[config.mk]
export PLATFORM = sky130hd
export DESIGN_NAME = opt_stack_distance_marker_core
export DESIGN_NICKNAME = d
export VERILOG_FILES = /design/src/osdm_pkg.sv /design/src/osdm_cell.sv /design/src/opt_stack_distance_marker_core.sv
export SDC_FILE = /design/constraint.sdc
export NUM_CORES = 2
export LEC_CHECK = 0
export BUFFER_PORTS_ARGS = -buffer_cell sky130_fd_sc_hd__buf_4
export CAP_MARGIN = 5
export CORE_UTILIZATION = 55
export CTS_BUF_LIST = sky130_fd_sc_hd__clkbuf_8
export CTS_CLUSTER_DIAMETER = 60
export DETAILED_ROUTE_END_ITERATION = 6
export GPL_TIMING_DRIVEN = 0
export PLACE_DENSITY = 0.71
export SLEW_MARGIN = 20
export SYNTH_ARGS = -nofsm -noshare
export SYNTH_HDL_FRONTEND = slang
export SYNTH_SLANG_ARGS = --single-unit
[constraint.sdc]
create_clock -name aclk -period 188.9 [get_ports aclk]
set_clock_uncertainty 0.15 [all_clocks]
set_input_delay 9.445 -clock aclk [delete_from_list [all_inputs] [get_ports aclk]]
set_output_delay 9.445 -clock aclk [all_outputs]
set_load 0.05 [all_outputs]
[src/osdm_pkg.sv]
// Package for the OPT stack distance marker core.
// Holds the result status codes, the sequencer states and the cell control struct.
// No dependencies.
package osdm_pkg;

    // Width of the depth fields in a result.
    localparam int DEPTH_W  = 6;
    localparam int STATUS_W = 2;

    // Result status codes.
    typedef enum logic [STATUS_W-1:0] {
        ST_COLD_MISS  = 2'd0,
        ST_HIT        = 2'd1,
        ST_FULL       = 2'd2,
        ST_RESERVED   = 2'd3
    } status_t;

    // Sequencer states.
    typedef enum logic [2:0] {
        S_IDLE,
        S_SCAN,
        S_FINDP,
        S_UPDATE,
        S_REBUILD,
        S_DONE
    } seq_state_t;

    // Control broadcast from the sequencer to every cell.
    typedef struct packed {
        logic shift_kv;     // rotate keys and markers by one cell
        logic shift_beta;   // rotate the imbalance entries by one cell
        logic count_phase;  // histogram pass is running
        logic count_first;  // first cycle of the histogram pass
        logic count_en;     // broadcast marker is valid for counting
        logic finalise;     // turn the counts into imbalance entries
    } cell_ctl_t;

endpackage

[src/osdm_cell.sv]
// One cell of the stack ring: a key, its critical marker and one imbalance entry.
// Depends on osdm_pkg for the control struct.
module osdm_cell
    import osdm_pkg::*;
#(
    parameter int STACK_DEPTH = 64,
    parameter int KEY_BITS    = 32,
    parameter int INDEX       = 0
) (
    input  logic                              aclk,
    input  logic                              aresetn,
    input  cell_ctl_t                         ctl,
    input  logic [KEY_BITS-1:0]               in_key,
    input  logic [$clog2(STACK_DEPTH):0]      in_marker,
    input  logic [$clog2(STACK_DEPTH+1)-1:0]  in_beta,
    input  logic [$clog2(STACK_DEPTH):0]      bcast_marker,
    input  logic [$clog2(STACK_DEPTH+1)-1:0]  occ,
    output logic [KEY_BITS-1:0]               out_key,
    output logic [$clog2(STACK_DEPTH):0]      out_marker,
    output logic [$clog2(STACK_DEPTH+1)-1:0]  out_beta
);

    localparam int MW = $clog2(STACK_DEPTH) + 1;
    localparam int CW = $clog2(STACK_DEPTH + 1);

    logic [KEY_BITS-1:0] key_reg;
    logic [MW-1:0]       marker_reg;
    logic [CW-1:0]       beta_reg;
    logic [CW-1:0]       cnt_reg;
    logic [CW-1:0]       cnt_next;
    logic [CW-1:0]       beta_next;
    logic                hit_le;

    // Histogram step: count broadcast markers not above this cell's index.
    always_comb begin
        hit_le   = ctl.count_en && (bcast_marker <= MW'(INDEX));
        cnt_next = (ctl.count_first ? '0 : cnt_reg) + CW'(hit_le);
    end

    // Imbalance is the count minus the index, clamped at zero.
    always_comb begin
        if (cnt_reg >= CW'(INDEX)) begin
            beta_next = cnt_reg - CW'(INDEX);
        end else begin
            beta_next = '0;
        end
    end

    // Key and marker move one cell towards the head on each rotation step.
    always_ff @(posedge aclk) begin
        if (ctl.shift_kv) begin
            key_reg    <= in_key;
            marker_reg <= in_marker;
        end
        if (ctl.count_phase) begin
            cnt_reg <= cnt_next;
        end
    end

    // Imbalance entry rotates during the search and is rebuilt after an update.
    always_ff @(posedge aclk) begin
        if (!aresetn) begin
            beta_reg <= '0;
        end else if (ctl.shift_beta) begin
            beta_reg <= in_beta;
        end else if (ctl.finalise && (CW'(INDEX) < occ)) begin
            beta_reg <= beta_next;
        end
    end

    assign out_key    = key_reg;
    assign out_marker = marker_reg;
    assign out_beta   = beta_reg;

endmodule

[src/opt_stack_distance_marker_core.sv]
// Top level of the OPT stack distance marker: a ring of cells and its sequencer.
// Depends on osdm_pkg and osdm_cell.
//
//   Channel  Direction  Ports                                              Handshake
//   s_       in         s_access_key                                       s_valid/s_ready
//   m_       out        m_status, m_opt_depth, m_lru_depth, m_critical_z   m_valid/m_ready
//
// An access rotates the ring once to search for the key and read the imbalance
// entries. A hit below the top rotates once more to find the OPT marker, and
// every inserting miss or deep hit rotates a further time to rewrite keys and
// markers while the cells build the histogram, then rebuilds the imbalance.
// A top hit or a full miss goes straight from the search to the final step.
// Reset is synchronous and empties the stack. A new transfer is taken while
// the previous result waits; the result stalls in its last step until the
// output register is free.
module opt_stack_distance_marker_core
    import osdm_pkg::*;
#(
    parameter int STACK_DEPTH = 64,
    parameter int KEY_BITS    = 32
) (
    input  logic                aclk,
    input  logic                aresetn,
    input  logic                s_valid,
    output logic                s_ready,
    input  logic [KEY_BITS-1:0] s_access_key,
    output logic                m_valid,
    input  logic                m_ready,
    output logic [1:0]          m_status,
    output logic [5:0]          m_opt_depth,
    output logic [5:0]          m_lru_depth,
    output logic [5:0]          m_critical_z
);

    localparam int AW = (STACK_DEPTH > 1) ? $clog2(STACK_DEPTH) : 1;
    localparam int MW = $clog2(STACK_DEPTH) + 1;
    localparam int CW = $clog2(STACK_DEPTH + 1);

    seq_state_t          state_reg, state_next;
    logic [AW-1:0]       pos_reg;
    logic [KEY_BITS-1:0] key_reg;
    logic                found_reg;
    logic [AW-1:0]       d_reg;
    logic [AW-1:0]       z_reg;
    logic [AW-1:0]       p_reg;
    logic                pfound_reg;
    logic                miss_reg;
    logic [CW-1:0]       occ_reg;
    logic [KEY_BITS-1:0] held_reg;
    status_t             res_status_reg;

    logic                m_valid_reg;
    logic [1:0]          m_status_reg;
    logic [5:0]          m_opt_depth_reg;
    logic [5:0]          m_lru_depth_reg;
    logic [5:0]          m_critical_z_reg;

    cell_ctl_t           ctl;
    logic [KEY_BITS-1:0] key_w    [STACK_DEPTH];
    logic [MW-1:0]       marker_w [STACK_DEPTH];
    logic [CW-1:0]       beta_w   [STACK_DEPTH];

    logic [KEY_BITS-1:0] tail_key;
    logic [MW-1:0]       tail_marker;
    logic [MW-1:0]       new_marker;
    logic [KEY_BITS-1:0] new_key;
    logic [CW-1:0]       pos_ext;
    logic [CW-1:0]       occ_new;
    logic [CW-1:0]       shift_lim;
    logic                in_range;
    logic                match;
    logic                found_c;
    logic [AW-1:0]       d_c;
    logic                last;
    logic                out_free;

    // Ring of cells; cell 0 is the head and the tail is fed by the sequencer.
    for (genvar i = 0; i < STACK_DEPTH; i++) begin : g_cell
        if (i == STACK_DEPTH - 1) begin : g_tail
            osdm_cell #(
                .STACK_DEPTH(STACK_DEPTH), .KEY_BITS(KEY_BITS), .INDEX(i)
            ) u_cell (
                .aclk(aclk), .aresetn(aresetn), .ctl(ctl),
                .in_key(tail_key), .in_marker(tail_marker), .in_beta(beta_w[0]),
                .bcast_marker(new_marker), .occ(occ_reg),
                .out_key(key_w[i]), .out_marker(marker_w[i]), .out_beta(beta_w[i])
            );
        end else begin : g_mid
            osdm_cell #(
                .STACK_DEPTH(STACK_DEPTH), .KEY_BITS(KEY_BITS), .INDEX(i)
            ) u_cell (
                .aclk(aclk), .aresetn(aresetn), .ctl(ctl),
                .in_key(key_w[i+1]), .in_marker(marker_w[i+1]), .in_beta(beta_w[i+1]),
                .bcast_marker(new_marker), .occ(occ_reg),
                .out_key(key_w[i]), .out_marker(marker_w[i]), .out_beta(beta_w[i])
            );
        end
    end

    // Head observations during the search pass.
    always_comb begin
        pos_ext  = CW'(pos_reg);
        in_range = pos_ext < occ_reg;
        match    = in_range && (key_w[0] == key_reg);
        found_c  = found_reg || match;
        d_c      = (match && !found_reg) ? pos_reg : d_reg;
        last     = (pos_reg == AW'(STACK_DEPTH - 1));
        occ_new  = miss_reg ? (occ_reg + CW'(1)) : occ_reg;
        out_free = !m_valid_reg || m_ready;
    end

    // Rewrite of the head entry during the update pass.
    always_comb begin
        if (miss_reg) begin
            if (pos_ext < occ_reg) begin
                new_marker = marker_w[0] + MW'(1);
            end else if (pos_ext == occ_reg) begin
                new_marker = MW'(1);
            end else begin
                new_marker = marker_w[0];
            end
        end else begin
            if (pos_reg == p_reg) begin
                new_marker = MW'(1);
            end else if ((pos_reg != '0) && in_range && (marker_w[0] <= MW'(d_reg))) begin
                new_marker = marker_w[0] + MW'(1);
            end else begin
                new_marker = marker_w[0];
            end
        end
        shift_lim = miss_reg ? occ_reg : CW'(d_reg);
        if (pos_reg == '0) begin
            new_key = key_reg;
        end else if (pos_ext <= shift_lim) begin
            new_key = held_reg;
        end else begin
            new_key = key_w[0];
        end
        tail_key    = (state_reg == S_UPDATE) ? new_key : key_w[0];
        tail_marker = (state_reg == S_UPDATE) ? new_marker : marker_w[0];
    end

    // Sequencer: next state and cell control.
    always_comb begin
        state_next      = state_reg;
        ctl             = '0;
        s_ready         = (state_reg == S_IDLE);
        unique case (state_reg)
            S_IDLE: begin
                if (s_valid) state_next = S_SCAN;
            end
            S_SCAN: begin
                ctl.shift_kv   = 1'b1;
                ctl.shift_beta = 1'b1;
                if (last) begin
                    if (found_c) begin
                        state_next = (d_c == '0) ? S_DONE : S_FINDP;
                    end else if (occ_reg == CW'(STACK_DEPTH)) begin
                        state_next = S_DONE;
                    end else begin
                        state_next = S_UPDATE;
                    end
                end
            end
            S_FINDP: begin
                ctl.shift_kv = 1'b1;
                if (last) state_next = S_UPDATE;
            end
            S_UPDATE: begin
                ctl.shift_kv    = 1'b1;
                ctl.count_phase = 1'b1;
                ctl.count_first = (pos_reg == '0);
                ctl.count_en    = (pos_reg != '0) && (pos_ext < occ_new);
                if (last) state_next = S_REBUILD;
            end
            S_REBUILD: begin
                ctl.finalise = 1'b1;
                state_next   = S_DONE;
            end
            S_DONE: begin
                if (out_free) state_next = S_IDLE;
            end
            default: state_next = S_IDLE;
        endcase
    end

    // State, position counter and occupancy.
    always_ff @(posedge aclk) begin
        if (!aresetn) begin
            state_reg <= S_IDLE;
            pos_reg   <= '0;
            occ_reg   <= '0;
        end else begin
            state_reg <= state_next;
            if ((state_reg == S_SCAN) || (state_reg == S_FINDP) || (state_reg == S_UPDATE)) begin
                pos_reg <= last ? '0 : (pos_reg + AW'(1));
            end
            if ((state_reg == S_UPDATE) && last) begin
                occ_reg <= occ_new;
            end
        end
    end

    // Per-access working registers.
    always_ff @(posedge aclk) begin
        if (state_reg == S_IDLE) begin
            key_reg    <= s_access_key;
            found_reg  <= 1'b0;
            d_reg      <= '0;
            z_reg      <= '0;
            p_reg      <= '0;
            pfound_reg <= 1'b0;
        end
        if (state_reg == S_SCAN) begin
            found_reg <= found_c;
            d_reg     <= d_c;
            if (!found_c && (beta_w[0] == '0)) z_reg <= pos_reg;
            if (last) begin
                miss_reg <= !found_c;
                if (found_c) begin
                    res_status_reg <= ST_HIT;
                end else if (occ_reg == CW'(STACK_DEPTH)) begin
                    res_status_reg <= ST_FULL;
                end else begin
                    res_status_reg <= ST_COLD_MISS;
                end
                p_reg <= d_c;
            end
        end
        // First marker above z, searched from position one.
        if (state_reg == S_FINDP) begin
            if (!pfound_reg && (pos_reg != '0) && in_range && (marker_w[0] > MW'(z_reg))) begin
                p_reg      <= pos_reg;
                pfound_reg <= 1'b1;
            end
        end
        if (state_reg == S_UPDATE) begin
            held_reg <= key_w[0];
        end
    end

    // Output register.
    always_ff @(posedge aclk) begin
        if (!aresetn) begin
            m_valid_reg <= 1'b0;
        end else begin
            if (m_ready) m_valid_reg <= 1'b0;
            if ((state_reg == S_DONE) && out_free) m_valid_reg <= 1'b1;
        end
    end

    always_ff @(posedge aclk) begin
        if ((state_reg == S_DONE) && out_free) begin
            m_status_reg     <= res_status_reg;
            m_opt_depth_reg  <= DEPTH_W'(p_reg);
            m_lru_depth_reg  <= DEPTH_W'(d_reg);
            m_critical_z_reg <= (res_status_reg == ST_HIT) ? DEPTH_W'(z_reg) : '0;
        end
    end

    assign m_valid      = m_valid_reg;
    assign m_status     = m_status_reg;
    assign m_opt_depth  = m_opt_depth_reg;
    assign m_lru_depth  = m_lru_depth_reg;
    assign m_critical_z = m_critical_z_reg;

`ifndef NO_ASSERTIONS
    // Occupancy never passes the stack depth.
    a_occ_bound: assert property (@(posedge aclk) disable iff (!aresetn)
        occ_reg <= CW'(STACK_DEPTH))
        else $error("occupancy above stack depth");

    // A new result only appears out of the final step.
    a_result_src: assert property (@(posedge aclk) disable iff (!aresetn)
        $rose(m_valid_reg) |-> $past(state_reg) == S_DONE)
        else $error("result raised outside final step");

    // A full report only with a full stack.
    a_full_only: assert property (@(posedge aclk) disable iff (!aresetn)
        m_valid_reg && (m_status_reg == ST_FULL) |-> occ_reg == CW'(STACK_DEPTH))
        else $error("full reported on a stack with room");

    // Misses carry zero depths.
    a_miss_zero: assert property (@(posedge aclk) disable iff (!aresetn)
        m_valid_reg && (m_status_reg != ST_HIT)
            |-> (m_opt_depth_reg == '0) && (m_lru_depth_reg == '0)
                && (m_critical_z_reg == '0))
        else $error("miss with non-zero depth");
`endif

endmodule
==> impl_results.md <==
* Outcome: finished, violations left
* Failing checks: design-rule violations
* Average wire per standard cell at 24.9 um
* # setup viols final at 0
* Number of port buffers at 57
* Power density over the cells at 10.8 nW/um^2
* Worst path max stage delay at 0.44 ns
* GR Overflow Total at 0
* Setup Buffers After CTS at 0
* R2r worst-path depth at 21
* Min-delay worst type: flop to flop
* Placed inst area at 137000 sq um
* GRT Total Usage at 26.5%
* Number of synthesized flops with an enable pin at 3038
* Share of cells above drive strength 1 at 10.6%
* Crit path cell chain: clkbuf_1 > or3_1 > clkbuf_1 > inv_2 > buf_12 > buf_4
* Total wire length at 314000 um
* Finished Core Util at 63.2%
* Max-Cap Viols at 0
* CP max stage cell: dfxtp_1
* Synth Instances at 8273
* Final Cycle Share at 6.72%
* Core Area at 233000 sq um
* Vias in the first global route at 70.3k
* Crit Path Max Fanout at 32
* Share of total power in combinational logic at 4.7%
* RR Endpoint: g_cell[45].g_mid.u_cell.cnt_reg[6]
* Clock Latency Late Sink at 1.10 ns
* R2R setup slack at 181.36 ns
* Seq/Total Area, Yosys at 77.9%
* Worst Path Buf+Inv at 5
* Cell area after synthesis at 129000 sq um
* Initial antenna violation count at 18
* CTS max path bufs at 4
* Sequential fraction of design power at 57.1%
* Worst setup EP type: output pin
* Drt drc at 15
* Worst setup startpoint: state_reg[2]
* Post-DP HPWL at 209000 um
* Max Slew Vio Count at 0
* Most used cell along the critical path: clkbuf_1
* CP arrival at 3.11 ns
* Clock H-tree levels at 6
* WS Path Type: flop to output pin
* Die Ht at 487 um
* Post-synth ARST share at 0%
* CTS root buf: clkbuf_8
* Die ar. at 237000 sq um
* Vias/cell at 5.71
* Layout area overhead at 13.9%
* Worst EP required at 179.30 ns
* Max reg flops at 2016
* Primary FF master, synth: edfxtp_1
* Die Width at 487 um
* VDD IR max at 0.00983 mV
* Minimum clock period at 12.70 ns
* Cell Rows at 177
* Psw at 366 uW
* GPL Wtd Cong at 0.974
* #FFs+latches synth at 3516
* Num ports at 58
* Drt pass-1 iters at 7
* CTS Sinks at 3516
* Crit path to: s_ready
* Worst R2R Start: occ_reg[0]
* Slew HR at 15.5%
* Int Pwr at 1230 uW
* Max Fclk at 78.7 MHz
* Vias post-DR at 71.8k
* Clock share of power at 38.3%
* TNS Setup at 0 ns
* Nets at 9312
* Filler cell count at 16.4k
* Final hold vios at 0
* Net switching fraction of the power at 22.9%
* First-pass GRT wire length at 459000 um
* Routed Antenna Nets at 0
* Synthesized Nets at 8555
* Synth cell types at 77
* RSZ-0062 raised after global routing: no
* Hold buffer count at CTS at 0
* Pleak at 0.0513 uW
* Post-CTS sizing at 0
* Total power at 1600 uW
* Initial drt markers at 7556
* Delay-heaviest family, CP: buffers and inverters
* Synth warnings at 0
* Initial Utilization at 55.5%
* Element type at the critical path start: flop
* Crit. path cell count at 6
* CTS tree: done
* Syn_area_per_cell at 15.6 sq um
* Design Area, Final at 147000 sq um
* Total CTS buffers at 563
* Largest net degree at the start of global routing at 98
* Worst Tran Pin Value at 1.26 ns
* Clock transition at path regs at 0.07 ns
-- synth_stat cells, drive strengths merged (89+ instances only) --
cell type     n  area (sq um)
edfxtp     3038         91200
nand3       247          1240
a211oi      297          2230
nor2       1037          3910
ha          246          3080
o21ai       164           821
inv         163           612
and2         89           557
xor2        314          2750
clkbuf      322          1210
xnor2       279          2440
dfxtp       478          9570
a21oi       280          1410
a22oi       249          1870
nand2       335          1260
nor3         98           490
-- area by class of cell --
cell class	instances	area, sq um	share of cell area [%]
well taps	3132	3920	2.66
inverters	165	627	0.425
clock buffers	595	8190	5.55
clock inverters	376	2160	1.47
diodes	16	40.0	0.0272
multi-input cells	4230	26700	18.1
repair buffers	192	3570	2.42
flip-flops and latches	3516	101000	68.4
plain buffers	362	1470	0.999
-- metrics by stage --
step / std cells / hold slack (ns) / setup slack, ns
after floorplan: 8273 / 0.250 / 72.15
after global placement: 11462 / 0.252 / 39.50
after detailed placement: 11597 / 0.255 / 176.84
after CTS: 12568 / 0.173 / 176.14
after global routing: 12571 / 0.193 / 175.98
final: 12584 / 0.176 / 176.20
-- logic make-up (layout without fill, tap and decap cells) --
group,after synthesis,after routing,synth area share (%)
xor+xnor,593,593,4.01
buf+inv,527,1690,1.54
compound gates,1299,1299,6.88
mux,35,35,0.274
fa+ha+maj,246,246,2.38
other cells,0,16,0
simple gates,2057,2057,7.03
flops,3516,3516,77.9
-- routing by layer --
| metal | wire, um | track usage, % | up-vias |
|---|---|---|---|
| met5 | 179 | 0.449 | - |
| met4 | 17600 | 14.4 | 4 |
| met3 | 21800 | 5.22 | 767 |
| met2 | 140000 | 39.7 | 2785 |
| met1 | 134000 | 36.8 | 35556 |
| li1 | - | - | 32716 |
-- worst min path at each step --
stage	startpoint	to	slack, ns	cells after the start
finish	g_cell[4].g_mid.u_cell.out_marker[0]	g_cell[3].g_mid.u_cell.out_marker[0]	0.18	0
global placement	g_cell[46].g_mid.u_cell.out_key[8]	g_cell[45].g_mid.u_cell.out_key[8]	0.25	0
floorplan	g_cell[1].g_mid.u_cell.out_key[0]	g_cell[0].g_mid.u_cell.out_key[0]	0.25	0
global route	g_cell[9].g_mid.u_cell.out_marker[0]	g_cell[8].g_mid.u_cell.out_marker[0]	0.19	0
detailed placement	g_cell[11].g_mid.u_cell.out_key[18]	g_cell[10].g_mid.u_cell.out_key[18]	0.25	0
CTS	g_cell[4].g_mid.u_cell.out_marker[0]	g_cell[3].g_mid.u_cell.out_marker[0]	0.17	0
-- power by group through the flow --
stage          sequential (uW)  combinational, uW  clock [uW]
3_3_place_gp              1130               61.1           0
3_5_place_dp               926               73.6           0
4_1_cts                    912               73.5         627
5_1_grt                    915               78.8         660
6_report                   911               74.3         611
2_1_floorplan             1070               39.4           0
-- layout by cell type, fill, tap and decap left out, types with 17 or more instances in the layout --
cell      instances
a211oi_1        296
a21oi_1         278
a221oi_1         23
a222oi_1         59
a22oi_1         249
a311oi_1         26
a31oi_1          43
and2_1           87
and3_1           86
buf_1            22
buf_12           62
buf_16           67
buf_2            17
buf_4            59
clkbuf_1        259
clkbuf_2         63
clkbuf_8        595
clkinv_1        101
clkinv_2         45
dfxtp_1         478
edfxtp_1       3038
ha_1            246
inv_1           339
mux2i_1          32
nand2_1         335
nand2b_1         25
nand3_1         247
nor2_1         1029
nor3_1           97
nor4_1           30
o211ai_1         27
o21ai_0         155
o22a_1           32
or3_1            28
xnor2_1         279
xor2_1          314
Power figures use the tool's default switching activity.
